File: config.mk
export PLATFORM = sky130hd
export DESIGN_NAME = sprite_fade_and_frame_animator_flat
export DESIGN_NICKNAME = d
export VERILOG_FILES = /design/src/hdl/sfa_pkg.sv /design/src/hdl/sfa_if.sv /design/src/hdl/sfa_datapath.sv /design/src/hdl/sfa_ctrl.sv /design/src/hdl/sprite_fade_and_frame_animator.sv /design/src/flat_wrapper.sv
export SDC_FILE = /design/constraint.sdc
export NUM_CORES = 2
export LEC_CHECK = 0
export ABC_AREA = 1
export BUFFER_PORTS_ARGS = -buffer_cell sky130_fd_sc_hd__buf_2
export CELL_PAD_IN_SITES_DETAIL_PLACEMENT = 1
export CELL_PAD_IN_SITES_GLOBAL_PLACEMENT = 2
export CORE_UTILIZATION = 30
export CTS_CLUSTER_SIZE = 16
export DETAILED_ROUTE_END_ITERATION = 12
export HOLD_SLACK_MARGIN = 0.02
export PLACE_DENSITY_LB_ADDON = 0.15
export SYNTH_ARGS = -nofsm -noshare
export SYNTH_HDL_FRONTEND = slang
export SYNTH_HIERARCHICAL = 1
export SYNTH_SLANG_ARGS = --single-unit
File: constraint.sdc
create_clock -name clk -period 13.8 [get_ports clk]
set_clock_uncertainty 0.15 [all_clocks]
set_input_delay 2.07 -clock clk [delete_from_list [all_inputs] [get_ports clk]]
set_output_delay 2.07 -clock clk [all_outputs]
set_load 0.01 [all_outputs]
File: src/hdl/sfa_pkg.sv
// Shared types, constants and codes for the sprite fade and frame animator.
`default_nettype none

package sfa_pkg;

    localparam int TIME_W      = 24;
    localparam int FRAME_W     = 6;
    localparam int CNT_W       = 7;
    localparam int ALPHA_W     = 8;
    localparam int MODE_W      = 3;
    localparam int FSTATE_W    = 2;
    localparam int CFG_IDX_W   = 2;
    localparam int CFG_DATA_W  = 24;
    localparam int FADE_Q_BITS = 8;
    localparam int ITER_W      = $clog2(TIME_W + 1);

    localparam logic [CNT_W-1:0]   MAX_FRAMES      = 7'd64;
    localparam logic [CNT_W-1:0]   MIN_ANIM_FRAMES = 7'd2;
    localparam logic [ALPHA_W-1:0] FULL_ALPHA      = 8'd255;

    typedef enum logic [MODE_W-1:0] {
        MODE_TICK        = 3'd0,
        MODE_FADE_IN     = 3'd1,
        MODE_FADE_OUT    = 3'd2,
        MODE_SET_FRAME   = 3'd3,
        MODE_SET_PLAYING = 3'd4,
        MODE_SET_VISIBLE = 3'd5
    } mode_t;

    typedef enum logic [CFG_IDX_W-1:0] {
        CFG_FRAMES_IN_USE = 2'd0,
        CFG_FRAME_PERIOD  = 2'd1,
        CFG_LOOP_ENABLE   = 2'd2,
        CFG_INITIAL_ALPHA = 2'd3
    } cfg_idx_t;

    typedef enum logic [FSTATE_W-1:0] {
        FADE_NONE = 2'd0,
        FADE_IN   = 2'd1,
        FADE_OUT  = 2'd2
    } fade_state_t;

    typedef struct packed {
        logic [MODE_W-1:0]  mode;
        logic [TIME_W-1:0]  amount;
        logic [FRAME_W-1:0] frame_req;
        logic               flag;
    } item_t;

    typedef struct packed {
        logic [ALPHA_W-1:0]  alpha;
        logic                shown;
        logic [FRAME_W-1:0]  frame;
        logic                running;
        logic [FSTATE_W-1:0] fade_state;
        logic                accepted;
    } result_t;

    typedef enum logic [3:0] {
        CMD_NONE,
        CMD_LATCH,
        CMD_EXEC,
        CMD_FADE_MUL,
        CMD_DIV_STEP,
        CMD_FADE_DONE,
        CMD_ANIM_LOAD,
        CMD_ANIM_FIN,
        CMD_ANIM_STOP,
        CMD_PUBLISH
    } cmd_t;

    typedef struct packed {
        logic is_tick;
        logic fade_active;
        logic fade_ends;
        logic anim_on;
        logic stop_needed;
        logic out_busy;
    } status_t;

endpackage

`default_nettype wire

File: src/hdl/sfa_if.sv
// Channel interfaces: input word, result word and configuration write.
`default_nettype none

interface sfa_in_if;
    import sfa_pkg::*;
    logic               valid;
    logic               ready;
    logic [MODE_W-1:0]  mode;
    logic [TIME_W-1:0]  amount;
    logic [FRAME_W-1:0] frame_req;
    logic               flag;
    modport source (output valid, mode, amount, frame_req, flag, input ready);
    modport sink   (input valid, mode, amount, frame_req, flag, output ready);
endinterface

interface sfa_out_if;
    import sfa_pkg::*;
    logic                valid;
    logic                ready;
    logic [ALPHA_W-1:0]  alpha;
    logic                shown;
    logic [FRAME_W-1:0]  frame;
    logic                running;
    logic [FSTATE_W-1:0] fade_state;
    logic                accepted;
    modport source (output valid, alpha, shown, frame, running, fade_state, accepted,
                    input ready);
    modport sink   (input valid, alpha, shown, frame, running, fade_state, accepted,
                    output ready);
endinterface

interface sfa_cfg_if;
    import sfa_pkg::*;
    logic                  valid;
    logic                  ready;
    logic [CFG_IDX_W-1:0]  index;
    logic [CFG_DATA_W-1:0] data;
    modport source (output valid, index, data, input ready);
    modport sink   (input valid, index, data, output ready);
endinterface

`default_nettype wire

File: src/hdl/sfa_datapath.sv
// Sprite state, configuration registers, shared restoring divider and result register.
`default_nettype none

module sfa_datapath (
    input  wire logic                         clk,
    input  wire logic                         rst_n,
    input  wire sfa_pkg::cmd_t                cmd,
    output sfa_pkg::status_t                  st,
    input  wire sfa_pkg::item_t               item,
    input  wire logic                         cfg_we,
    input  wire logic [sfa_pkg::CFG_IDX_W-1:0]  cfg_idx,
    input  wire logic [sfa_pkg::CFG_DATA_W-1:0] cfg_data,
    output logic                              out_valid,
    input  wire logic                         out_ready,
    output sfa_pkg::result_t                  result
);
    import sfa_pkg::*;

    // configuration
    logic [CNT_W-1:0]   frames_in_use_reg, frames_in_use_next;
    logic [TIME_W-1:0]  frame_period_reg, frame_period_next;
    logic               loop_enable_reg, loop_enable_next;

    // sprite state
    logic [ALPHA_W-1:0] cur_alpha_reg, cur_alpha_next;
    logic [ALPHA_W-1:0] base_reg, base_next;
    logic               vis_reg, vis_next;
    logic               fade_in_reg, fade_in_next;
    logic               fade_out_reg, fade_out_next;
    logic [TIME_W-1:0]  fade_el_reg, fade_el_next;
    logic [TIME_W-1:0]  fade_len_reg, fade_len_next;
    logic [FRAME_W-1:0] cur_frame_reg, cur_frame_next;
    logic [TIME_W-1:0]  frame_el_reg, frame_el_next;
    logic               play_reg, play_next;
    logic               out_valid_reg, out_valid_next;

    // working registers
    item_t              item_reg, item_next;
    logic               accepted_reg, accepted_next;
    logic [TIME_W-1:0]  rem_reg, rem_next;
    logic [TIME_W-1:0]  sh_reg, sh_next;
    logic [TIME_W-1:0]  q_reg, q_next;
    logic [TIME_W-1:0]  div_reg, div_next;
    logic [FRAME_W-1:0] m_reg, m_next;
    logic [TIME_W-1:0]  stop_prod_reg, stop_prod_next;
    result_t            res_reg, res_next;

    logic [CNT_W-1:0]   cnt_use;
    logic [TIME_W:0]    fade_sum;
    logic [TIME_W-1:0]  fade_sat;
    logic [TIME_W:0]    frame_sum;
    logic [TIME_W-1:0]  frame_sat;
    logic               fade_ends;
    logic [TIME_W-1:0]  fade_num;
    logic [31:0]        fade_prod;
    logic [TIME_W:0]    trial;
    logic               trial_ge;
    logic [TIME_W:0]    trial_diff;
    logic [CNT_W-1:0]   m_shift;
    logic [CNT_W-1:0]   m_wrap;
    logic [CNT_W-1:0]   cnt_m1;
    logic [CNT_W-1:0]   loop_sum;
    logic [CNT_W-1:0]   loop_wrap;
    logic [FRAME_W-1:0] m_minus1;
    logic [CNT_W-1:0]   cur_p1;
    logic [CNT_W-1:0]   steps;
    logic [CNT_W-1:0]   steps_p1;
    logic [30:0]        stop_full;
    logic               stop_needed;
    logic [ALPHA_W-1:0] fade_in_base;

    assign cnt_use   = (frames_in_use_reg > MAX_FRAMES) ? MAX_FRAMES : frames_in_use_reg;
    assign fade_sum  = {1'b0, fade_el_reg} + {1'b0, item_reg.amount};
    assign fade_sat  = fade_sum[TIME_W] ? '1 : fade_sum[TIME_W-1:0];
    assign frame_sum = {1'b0, frame_el_reg} + {1'b0, item_reg.amount};
    assign frame_sat = frame_sum[TIME_W] ? '1 : frame_sum[TIME_W-1:0];
    assign fade_ends = (fade_len_reg == '0) || (fade_sat >= fade_len_reg);

    assign fade_num  = fade_in_reg ? fade_el_reg : (fade_len_reg - fade_el_reg);
    assign fade_prod = 32'(base_reg) * 32'(fade_num);

    // one restoring step: shift in the next dividend bit, subtract if it fits
    assign trial      = {rem_reg, sh_reg[TIME_W-1]};
    assign trial_ge   = trial >= {1'b0, div_reg};
    assign trial_diff = trial - {1'b0, div_reg};
    // running remainder of the quotient modulo the frame count
    assign m_shift    = {m_reg, trial_ge};
    assign m_wrap     = m_shift - cnt_use;

    assign cnt_m1    = cnt_use - 7'd1;
    assign loop_sum  = {1'b0, cur_frame_reg} + {1'b0, m_reg};
    assign loop_wrap = loop_sum - cnt_use;
    assign m_minus1  = m_reg - 6'd1;
    assign cur_p1    = {1'b0, cur_frame_reg} + 7'd1;
    assign steps     = (cur_p1 < cnt_use) ? (cnt_use - cur_p1) : '0;
    assign steps_p1  = steps + 7'd1;
    assign stop_full = 31'(steps_p1) * 31'(frame_period_reg);
    assign stop_needed = !loop_enable_reg
                       && (q_reg > {{(TIME_W-CNT_W){1'b0}}, steps});

    assign fade_in_base = (base_reg == '0) ? FULL_ALPHA : base_reg;

    assign st.is_tick     = item_reg.mode == MODE_TICK;
    assign st.fade_active = fade_in_reg || fade_out_reg;
    assign st.fade_ends   = fade_ends;
    assign st.anim_on     = play_reg && (cnt_use >= MIN_ANIM_FRAMES)
                          && (frame_period_reg != '0);
    assign st.stop_needed = stop_needed;
    assign st.out_busy    = out_valid_reg && !out_ready;

    assign out_valid = out_valid_reg;
    assign result    = res_reg;

    always_comb
    begin
        frames_in_use_next = frames_in_use_reg;
        frame_period_next  = frame_period_reg;
        loop_enable_next   = loop_enable_reg;
        cur_alpha_next     = cur_alpha_reg;
        base_next          = base_reg;
        vis_next           = vis_reg;
        fade_in_next       = fade_in_reg;
        fade_out_next      = fade_out_reg;
        fade_el_next       = fade_el_reg;
        fade_len_next      = fade_len_reg;
        cur_frame_next     = cur_frame_reg;
        frame_el_next      = frame_el_reg;
        play_next          = play_reg;
        item_next          = item_reg;
        accepted_next      = accepted_reg;
        rem_next           = rem_reg;
        sh_next            = sh_reg;
        q_next             = q_reg;
        div_next           = div_reg;
        m_next             = m_reg;
        stop_prod_next     = stop_prod_reg;
        res_next           = res_reg;
        out_valid_next     = (out_valid_reg && out_ready) ? 1'b0 : out_valid_reg;

        if (cfg_we)
        begin
            case (cfg_idx)
                CFG_FRAMES_IN_USE: frames_in_use_next = cfg_data[CNT_W-1:0];
                CFG_FRAME_PERIOD:  frame_period_next  = cfg_data[TIME_W-1:0];
                CFG_LOOP_ENABLE:   loop_enable_next   = cfg_data[0];
                // not stored: the reset alpha is always full scale
                CFG_INITIAL_ALPHA: ;
                default: ;
            endcase
        end

        case (cmd)
            CMD_LATCH:
            begin
                item_next     = item;
                accepted_next = 1'b1;
            end
            CMD_EXEC:
            begin
                case (item_reg.mode)
                    MODE_TICK:
                    begin
                        if (fade_in_reg || fade_out_reg)
                        begin
                            if (fade_ends)
                            begin
                                cur_alpha_next = fade_in_reg ? base_reg : '0;
                                vis_next       = fade_in_reg;
                                fade_in_next   = 1'b0;
                                fade_out_next  = 1'b0;
                                fade_el_next   = '0;
                                fade_len_next  = '0;
                            end
                            else
                            begin
                                fade_el_next = fade_sat;
                            end
                        end
                    end
                    MODE_FADE_IN:
                    begin
                        base_next = fade_in_base;
                        vis_next  = 1'b1;
                        fade_el_next = '0;
                        fade_out_next = 1'b0;
                        if (item_reg.amount == '0)
                        begin
                            cur_alpha_next = fade_in_base;
                            fade_in_next   = 1'b0;
                            fade_len_next  = '0;
                        end
                        else
                        begin
                            fade_in_next  = 1'b1;
                            fade_len_next = item_reg.amount;
                        end
                    end
                    MODE_FADE_OUT:
                    begin
                        if (cur_alpha_reg != '0)
                        begin
                            base_next = cur_alpha_reg;
                        end
                        fade_el_next = '0;
                        fade_in_next = 1'b0;
                        if (item_reg.amount == '0)
                        begin
                            cur_alpha_next = '0;
                            vis_next       = 1'b0;
                            fade_out_next  = 1'b0;
                            fade_len_next  = '0;
                        end
                        else
                        begin
                            vis_next      = 1'b1;
                            fade_out_next = 1'b1;
                            fade_len_next = item_reg.amount;
                        end
                    end
                    MODE_SET_FRAME:
                    begin
                        if (cnt_use == '0 || {1'b0, item_reg.frame_req} >= cnt_use)
                        begin
                            accepted_next = 1'b0;
                        end
                        else
                        begin
                            cur_frame_next = item_reg.frame_req;
                            frame_el_next  = '0;
                        end
                    end
                    MODE_SET_PLAYING:
                    begin
                        play_next = item_reg.flag;
                    end
                    MODE_SET_VISIBLE:
                    begin
                        vis_next = item_reg.flag;
                        if (!item_reg.flag)
                        begin
                            fade_in_next  = 1'b0;
                            fade_out_next = 1'b0;
                            fade_el_next  = '0;
                            fade_len_next = '0;
                        end
                    end
                    default: ;
                endcase
            end
            CMD_FADE_MUL:
            begin
                rem_next = fade_prod[31:FADE_Q_BITS];
                sh_next  = {fade_prod[FADE_Q_BITS-1:0], {(TIME_W-FADE_Q_BITS){1'b0}}};
                div_next = fade_len_reg;
                q_next   = '0;
                m_next   = '0;
            end
            CMD_DIV_STEP:
            begin
                rem_next = trial_ge ? trial_diff[TIME_W-1:0] : trial[TIME_W-1:0];
                sh_next  = {sh_reg[TIME_W-2:0], 1'b0};
                q_next   = {q_reg[TIME_W-2:0], trial_ge};
                m_next   = (m_shift >= cnt_use) ? m_wrap[FRAME_W-1:0] : m_shift[FRAME_W-1:0];
            end
            CMD_FADE_DONE:
            begin
                cur_alpha_next = q_reg[ALPHA_W-1:0];
                vis_next       = 1'b1;
            end
            CMD_ANIM_LOAD:
            begin
                frame_el_next = frame_sat;
                rem_next      = '0;
                sh_next       = frame_sat;
                div_next      = frame_period_reg;
                q_next        = '0;
                m_next        = '0;
            end
            CMD_ANIM_FIN:
            begin
                stop_prod_next = stop_full[TIME_W-1:0];
                if (q_reg != '0)
                begin
                    if (loop_enable_reg)
                    begin
                        frame_el_next = rem_reg;
                        if ({1'b0, cur_frame_reg} >= cnt_use)
                        begin
                            cur_frame_next = (m_reg == '0) ? cnt_m1[FRAME_W-1:0] : m_minus1;
                        end
                        else
                        begin
                            cur_frame_next = (loop_sum >= cnt_use) ? loop_wrap[FRAME_W-1:0]
                                                                   : loop_sum[FRAME_W-1:0];
                        end
                    end
                    else if (stop_needed)
                    begin
                        cur_frame_next = cnt_m1[FRAME_W-1:0];
                        play_next      = 1'b0;
                    end
                    else
                    begin
                        cur_frame_next = cur_frame_reg + q_reg[FRAME_W-1:0];
                        frame_el_next  = rem_reg;
                    end
                end
            end
            CMD_ANIM_STOP:
            begin
                frame_el_next = frame_el_reg - stop_prod_reg;
            end
            CMD_PUBLISH:
            begin
                res_next.alpha      = cur_alpha_reg;
                res_next.shown      = vis_reg;
                res_next.frame      = cur_frame_reg;
                res_next.running    = play_reg;
                res_next.fade_state = fade_in_reg  ? FADE_IN :
                                      fade_out_reg ? FADE_OUT : FADE_NONE;
                res_next.accepted   = accepted_reg;
                out_valid_next      = 1'b1;
            end
            default: ;
        endcase
    end

    always_ff @(posedge clk or negedge rst_n)
    begin
        if (!rst_n)
        begin
            frames_in_use_reg <= '0;
            frame_period_reg  <= '0;
            loop_enable_reg   <= 1'b1;
            cur_alpha_reg     <= FULL_ALPHA;
            base_reg          <= FULL_ALPHA;
            vis_reg           <= 1'b1;
            fade_in_reg       <= 1'b0;
            fade_out_reg      <= 1'b0;
            fade_el_reg       <= '0;
            fade_len_reg      <= '0;
            cur_frame_reg     <= '0;
            frame_el_reg      <= '0;
            play_reg          <= 1'b1;
            out_valid_reg     <= 1'b0;
        end
        else
        begin
            frames_in_use_reg <= frames_in_use_next;
            frame_period_reg  <= frame_period_next;
            loop_enable_reg   <= loop_enable_next;
            cur_alpha_reg     <= cur_alpha_next;
            base_reg          <= base_next;
            vis_reg           <= vis_next;
            fade_in_reg       <= fade_in_next;
            fade_out_reg      <= fade_out_next;
            fade_el_reg       <= fade_el_next;
            fade_len_reg      <= fade_len_next;
            cur_frame_reg     <= cur_frame_next;
            frame_el_reg      <= frame_el_next;
            play_reg          <= play_next;
            out_valid_reg     <= out_valid_next;
        end
    end

    always_ff @(posedge clk)
    begin
        item_reg      <= item_next;
        accepted_reg  <= accepted_next;
        rem_reg       <= rem_next;
        sh_reg        <= sh_next;
        q_reg         <= q_next;
        div_reg       <= div_next;
        m_reg         <= m_next;
        stop_prod_reg <= stop_prod_next;
        res_reg       <= res_next;
    end

    a_fade_exclusive: assert property (@(posedge clk) disable iff (!rst_n)
        !(fade_in_reg && fade_out_reg))
        else $error("fade in and fade out both active");

    a_fade_has_length: assert property (@(posedge clk) disable iff (!rst_n)
        (fade_in_reg || fade_out_reg) |-> (fade_len_reg != '0))
        else $error("active fade with zero length");

    a_publish_shows: assert property (@(posedge clk) disable iff (!rst_n)
        (cmd == CMD_PUBLISH) |=> out_valid_reg)
        else $error("published word not presented");

endmodule

`default_nettype wire

File: src/hdl/sfa_ctrl.sv
// Sequencer: steps one word through exec, fade divide, frame divide and publish.
`default_nettype none

module sfa_ctrl (
    input  wire logic            clk,
    input  wire logic            rst_n,
    input  wire logic            in_valid,
    output logic                 in_ready,
    input  wire sfa_pkg::status_t st,
    output sfa_pkg::cmd_t        cmd
);
    import sfa_pkg::*;

    typedef enum logic [3:0] {
        S_IDLE,
        S_EXEC,
        S_FMUL,
        S_FDIV,
        S_FDONE,
        S_ALOAD,
        S_ADIV,
        S_AFIN,
        S_ASTOP,
        S_PUB
    } state_t;

    state_t              state_reg, state_next;
    logic [ITER_W-1:0]   iter_reg, iter_next;

    assign in_ready = state_reg == S_IDLE;

    always_comb
    begin
        state_next = state_reg;
        iter_next  = iter_reg;
        cmd        = CMD_NONE;
        case (state_reg)
            S_IDLE:
            begin
                if (in_valid)
                begin
                    cmd        = CMD_LATCH;
                    state_next = S_EXEC;
                end
            end
            S_EXEC:
            begin
                cmd = CMD_EXEC;
                if (!st.is_tick)
                    state_next = S_PUB;
                else if (st.fade_active)
                    state_next = st.fade_ends ? S_PUB : S_FMUL;
                else
                    state_next = st.anim_on ? S_ALOAD : S_PUB;
            end
            S_FMUL:
            begin
                cmd        = CMD_FADE_MUL;
                iter_next  = ITER_W'(FADE_Q_BITS);
                state_next = S_FDIV;
            end
            S_FDIV:
            begin
                cmd       = CMD_DIV_STEP;
                iter_next = iter_reg - 1'b1;
                if (iter_reg == ITER_W'(1))
                    state_next = S_FDONE;
            end
            S_FDONE:
            begin
                cmd        = CMD_FADE_DONE;
                state_next = st.anim_on ? S_ALOAD : S_PUB;
            end
            S_ALOAD:
            begin
                cmd        = CMD_ANIM_LOAD;
                iter_next  = ITER_W'(TIME_W);
                state_next = S_ADIV;
            end
            S_ADIV:
            begin
                cmd       = CMD_DIV_STEP;
                iter_next = iter_reg - 1'b1;
                if (iter_reg == ITER_W'(1))
                    state_next = S_AFIN;
            end
            S_AFIN:
            begin
                cmd        = CMD_ANIM_FIN;
                state_next = st.stop_needed ? S_ASTOP : S_PUB;
            end
            S_ASTOP:
            begin
                cmd        = CMD_ANIM_STOP;
                state_next = S_PUB;
            end
            S_PUB:
            begin
                if (!st.out_busy)
                begin
                    cmd        = CMD_PUBLISH;
                    state_next = S_IDLE;
                end
            end
            default:
            begin
                state_next = S_IDLE;
            end
        endcase
    end

    always_ff @(posedge clk or negedge rst_n)
    begin
        if (!rst_n)
        begin
            state_reg <= S_IDLE;
            iter_reg  <= '0;
        end
        else
        begin
            state_reg <= state_next;
            iter_reg  <= iter_next;
        end
    end

    a_no_overwrite: assert property (@(posedge clk) disable iff (!rst_n)
        (cmd == CMD_PUBLISH) |-> !st.out_busy)
        else $error("result overwritten while waiting");

    a_accept_execs: assert property (@(posedge clk) disable iff (!rst_n)
        (in_valid && in_ready) |=> (state_reg == S_EXEC))
        else $error("accepted word not executed");

    a_div_count: assert property (@(posedge clk) disable iff (!rst_n)
        (state_reg == S_FDIV || state_reg == S_ADIV) |-> (iter_reg != '0))
        else $error("divide step count ran out");

endmodule

`default_nettype wire

File: src/hdl/sprite_fade_and_frame_animator.sv
// A command word goes through exec and publish; a tick may also take the fade path
// (multiply plus 8 divide steps) and the animation path (24 divide steps in the shared divider).
// Words are handled one at a time; the next word is taken the cycle after the result
// is registered, and publishing waits while the previous result is still held.
// Reset: alpha and base 255, visible, playing, frame 0, no fade, counters cleared,
// loop on, no frames in use, zero period; no result pending.
`default_nettype none

module sprite_fade_and_frame_animator (
    input  wire logic  clk,
    input  wire logic  rst_n,
    sfa_cfg_if.sink    cfg,
    sfa_in_if.sink     in_ch,
    sfa_out_if.source  out_ch
);
    import sfa_pkg::*;

    cmd_t    cmd;
    status_t st;
    item_t   item;
    result_t result;
    logic    in_ready;
    logic    out_valid;

    assign cfg.ready = 1'b1;

    assign item.mode      = in_ch.mode;
    assign item.amount    = in_ch.amount;
    assign item.frame_req = in_ch.frame_req;
    assign item.flag      = in_ch.flag;
    assign in_ch.ready    = in_ready;

    assign out_ch.valid      = out_valid;
    assign out_ch.alpha      = result.alpha;
    assign out_ch.shown      = result.shown;
    assign out_ch.frame      = result.frame;
    assign out_ch.running    = result.running;
    assign out_ch.fade_state = result.fade_state;
    assign out_ch.accepted   = result.accepted;

    sfa_ctrl u_ctrl (
        .clk      (clk),
        .rst_n    (rst_n),
        .in_valid (in_ch.valid),
        .in_ready (in_ready),
        .st       (st),
        .cmd      (cmd)
    );

    sfa_datapath u_datapath (
        .clk       (clk),
        .rst_n     (rst_n),
        .cmd       (cmd),
        .st        (st),
        .item      (item),
        .cfg_we    (cfg.valid),
        .cfg_idx   (cfg.index),
        .cfg_data  (cfg.data),
        .out_valid (out_valid),
        .out_ready (out_ch.ready),
        .result    (result)
    );

endmodule

`default_nettype wire

File: src/flat_wrapper.sv
// flat-port wrapper written by rule: the top's interface ports become plain ports
module sprite_fade_and_frame_animator_flat import sfa_pkg::*;
  (clk, rst_n, cfg_valid, cfg_index, cfg_data, cfg_ready, in_ch_valid, in_ch_mode, in_ch_amount, in_ch_frame_req, in_ch_flag, in_ch_ready, out_ch_valid, out_ch_alpha, out_ch_shown, out_ch_frame, out_ch_running, out_ch_fade_state, out_ch_accepted, out_ch_ready);
  sfa_cfg_if cfg_i ();
  sfa_in_if in_ch_i ();
  sfa_out_if out_ch_i ();
  input  wire logic clk;
  input  wire logic rst_n;
  input wire logic [$bits(cfg_i.valid)-1:0] cfg_valid;
  input wire logic [$bits(cfg_i.index)-1:0] cfg_index;
  input wire logic [$bits(cfg_i.data)-1:0] cfg_data;
  output wire logic [$bits(cfg_i.ready)-1:0] cfg_ready;
  input wire logic [$bits(in_ch_i.valid)-1:0] in_ch_valid;
  input wire logic [$bits(in_ch_i.mode)-1:0] in_ch_mode;
  input wire logic [$bits(in_ch_i.amount)-1:0] in_ch_amount;
  input wire logic [$bits(in_ch_i.frame_req)-1:0] in_ch_frame_req;
  input wire logic [$bits(in_ch_i.flag)-1:0] in_ch_flag;
  output wire logic [$bits(in_ch_i.ready)-1:0] in_ch_ready;
  output wire logic [$bits(out_ch_i.valid)-1:0] out_ch_valid;
  output wire logic [$bits(out_ch_i.alpha)-1:0] out_ch_alpha;
  output wire logic [$bits(out_ch_i.shown)-1:0] out_ch_shown;
  output wire logic [$bits(out_ch_i.frame)-1:0] out_ch_frame;
  output wire logic [$bits(out_ch_i.running)-1:0] out_ch_running;
  output wire logic [$bits(out_ch_i.fade_state)-1:0] out_ch_fade_state;
  output wire logic [$bits(out_ch_i.accepted)-1:0] out_ch_accepted;
  input wire logic [$bits(out_ch_i.ready)-1:0] out_ch_ready;
  assign cfg_i.valid = cfg_valid;
  assign cfg_i.index = cfg_index;
  assign cfg_i.data = cfg_data;
  assign cfg_ready = cfg_i.ready;
  assign in_ch_i.valid = in_ch_valid;
  assign in_ch_i.mode = in_ch_mode;
  assign in_ch_i.amount = in_ch_amount;
  assign in_ch_i.frame_req = in_ch_frame_req;
  assign in_ch_i.flag = in_ch_flag;
  assign in_ch_ready = in_ch_i.ready;
  assign out_ch_valid = out_ch_i.valid;
  assign out_ch_alpha = out_ch_i.alpha;
  assign out_ch_shown = out_ch_i.shown;
  assign out_ch_frame = out_ch_i.frame;
  assign out_ch_running = out_ch_i.running;
  assign out_ch_fade_state = out_ch_i.fade_state;
  assign out_ch_accepted = out_ch_i.accepted;
  assign out_ch_i.ready = out_ch_ready;
  sprite_fade_and_frame_animator u_core (.clk(clk), .rst_n(rst_n), .cfg(cfg_i), .in_ch(in_ch_i), .out_ch(out_ch_i));
endmodule
==> results.json <==
{
  "maxCapViolCount": 0,
  "wl_per_cell_um": 23.64,
  "grt_overflow": 0,
  "r2r_start": "u_core/u_datapath/cur_frame_reg[1]",
  "areaGrowthSynthToFinish_pct": 10.91,
  "floorplan.rows": 122,
  "synth_flop_cell": "edfxtp_1",
  "grt_pass1_vias": 32250,
  "largest_reg_flops": 34,
  "worstMarginPinSlew_ps": 1087,
  "fillers": 13650,
  "ant_nets": 0,
  "cts_tree": "built",
  "synthArstFlopShare_pct": 43.75,
  "grt_first_pass_wirelength_um": 214000,
  "slowest_stage": "dfrtp_1",
  "fmax_mhz": 115.7,
  "layout_commonest_cell": "nand2_1",
  "seqCellArea_mm2": 0.008932,
  "place_congestion": 0.9072,
  "io-pin-count": 87,
  "portBuffers": 85,
  "rr_worst_depth": 35,
  "startpoint_type": "register",
  "holdPathStages": 0,
  "drv_slew": 0,
  "crit_path_frequent_cell": "nand2_1",
  "outcome": "finished clean",
  "routed_wl_um": 143200,
  "fin_crit_sh_pct": 62.65,
  "root_buffer": "clkbuf_16",
  "rsz0062_at_grt": "no",
  "layout-drive-gt1-share_pct": 6.372,
  "hpwl_um": 119500,
  "synth-edff-count": 180,
  "die_h_um": 337.2,
  "postCtsResizedCells": 0,
  "fin_area_mm2": 0.03738,
  "syn_area_mm2": 0.03371,
  "start_util_pct": 30.37,
  "cts.sinks": 320,
  "crit_buf_inv": 3,
  "r2r-end": "u_core/u_datapath/stop_prod_reg[23]",
  "path_clk_slew_ps": 60,
  "post-cts-setup-buffer-count": 0,
  "drt-vias-per-instance": 5.043,
  "yosys_warnings": 6,
  "hp-start": "u_core/u_datapath/accepted_reg",
  "drt_pass1_iterations": 5,
  "core_mm2": 0.1110,
  "syn-instance-count": 4465,
  "antenna_found_initial": 9,
  "drt_iter0_drc": 1843,
  "ctsHoldBuffers": 0,
  "reg2reg_slack_ps": 5150,
  "avgSynthCellArea_um2": 7.549,
  "critPathTopFamily": "adder cells",
  "final_cell_mix": "nand2_1 (1022), inv_1 (732), nor2_1 (425)",
  "fin_nets": 5112,
  "critical_path.max_fanout": 16,
  "finalSetupTns_ps": 0,
  "clockBufferDepth": 3,
  "cp-end-kind": "register",
  "place_area_mm2": 0.03586,
  "synth-seq-cells": 320,
  "crit_cells": 35,
  "max_stage_delay_ps": 590,
  "yosysUniqueCellTypes": 63,
  "die_w_um": 337.2,
  "setup_violations": 0,
  "multi_input_area_mm2": 0.02161,
  "h-tree-depth": 2,
  "maxSlewHeadroom_pct": 26.77,
  "dieArea_mm2": 0.1137,
  "drc": 0,
  "grt_usage_pct": 25.48,
  "numCtsBuffers": 46,
  "hold_end": "u_core/u_datapath/result[0]",
  "worstSetupPathType": "reg -> reg",
  "hold_class": "reg -> reg",
  "syn_nets": 5048,
  "grt_start_max_net_pins": 60,
  "post-route-min-period_ps": 8645,
  "ys_seq_area_share_pct": 26.50,
  "insertion_delay_ps": 650,
  "cp.arrival_ps": 8900,
  "critPathRequiredTime_ps": 14050,
  "hold_violations": 0,
  "num_vias": 30540
}
-- worst max path at each step --
| stage | startpoint | to |
|---|---|---|
| after floorplan | u_core/u_datapath/cur_frame_reg[1] | u_core/u_datapath/stop_prod_reg[23] |
| after global placement | u_core/u_datapath/cur_frame_reg[1] | u_core/u_datapath/stop_prod_reg[23] |
| after detailed placement | u_core/u_datapath/frames_in_use_reg[6] | u_core/u_datapath/stop_prod_reg[23] |
| after CTS | u_core/u_datapath/cur_frame_reg[1] | u_core/u_datapath/stop_prod_reg[23] |
| after global routing | u_core/u_datapath/cur_frame_reg[1] | u_core/u_datapath/stop_prod_reg[23] |
| final | u_core/u_datapath/cur_frame_reg[1] | u_core/u_datapath/stop_prod_reg[23] |
-- kinds of logic (layout without fill, tap and decap cells) --
logic type / Yosys count / count (layout) / share of synthesized area [%]
simple gates: 1899 / 1899 / 23.64
buf+inv: 845 / 947 / 9.558
compound gates: 769 / 769 / 12.90
fa+ha+maj: 518 / 518 / 24.44
flops: 320 / 320 / 26.50
xor+xnor: 111 / 111 / 2.884
mux: 2 / 2 / 0.06681
other cells: 1 / 3 / 0.01113
-- layout make-up --
type / count / share of cell area [%]
Clock inverter: 26 / 0.6828
Tap cell: 1488 / 4.980
Clock buffer: 60 / 3.380
Sequential cell: 320 / 23.89
Multi-Input combinational cell: 3300 / 57.80
Inverter: 746 / 7.490
Timing Repair Buffer: 115 / 1.757
Antenna cell: 2 / 0.01339
-- Yosys cell counts (6+ instances only) --
master	instances	area share, %
buf_1	6	0.067
xnor2_1	36	0.94
edfxtp_1	180	16
ha_1	284	11
o211ai_1	27	0.60
buf_2	19	0.28
o21bai_1	23	0.51
nor2_2	6	0.11
o22ai_2	10	0.37
nand3_1	229	3.4
nor4_1	27	0.50
o21a_1	12	0.27
o21ai_1	20	0.30
nand4_1	69	1.3
nand2_2	11	0.20
a21o_1	28	0.62
a211oi_1	9	0.20
o21ai_0	302	4.5
nand2_1	1023	11
nand3b_1	12	0.27
inv_1	732	8.2
a21oi_1	272	4.0
a31oi_1	17	0.32
or2_2	18	0.33
inv_2	11	0.12
nor2_1	429	4.8
nor3_1	56	0.83
xor2_1	75	1.9
a21boi_0	7	0.16
dfrtp_1	121	9.0
o22ai_1	14	0.26
clkbuf_1	68	0.76
fa_1	234	14
dfstp_2	19	1.5
a221oi_1	6	0.16
-- per-stage QoR --
| stage | util (%) | hold WS [ps] | worst slack (ps) | instances |
|---|---|---|---|---|
| floorplan | - | 250.3 | 6565 | 4465 |
| global placement | 32.31 | 267.8 | 5297 | 5969 |
| detailed placement | 32.31 | 268.9 | 5092 | 5969 |
| CTS | 33.68 | 300.6 | 5128 | 6055 |
| global route | 33.68 | 315.1 | 4463 | 6055 |
| finish | 33.69 | 285.7 | 5155 | 6057 |
-- per-layer routing --
metal | track usage (%) | routed length, um
met1 | 34.82 | 67840
met2 | 42.79 | 67050
met3 | 2.226 | 4201
met4 | 7.118 | 4063
met5 | 0 | 0
Power is not shown: default switching activity piles up to over one toggle a cycle in this logic, so the estimate is an artifact.
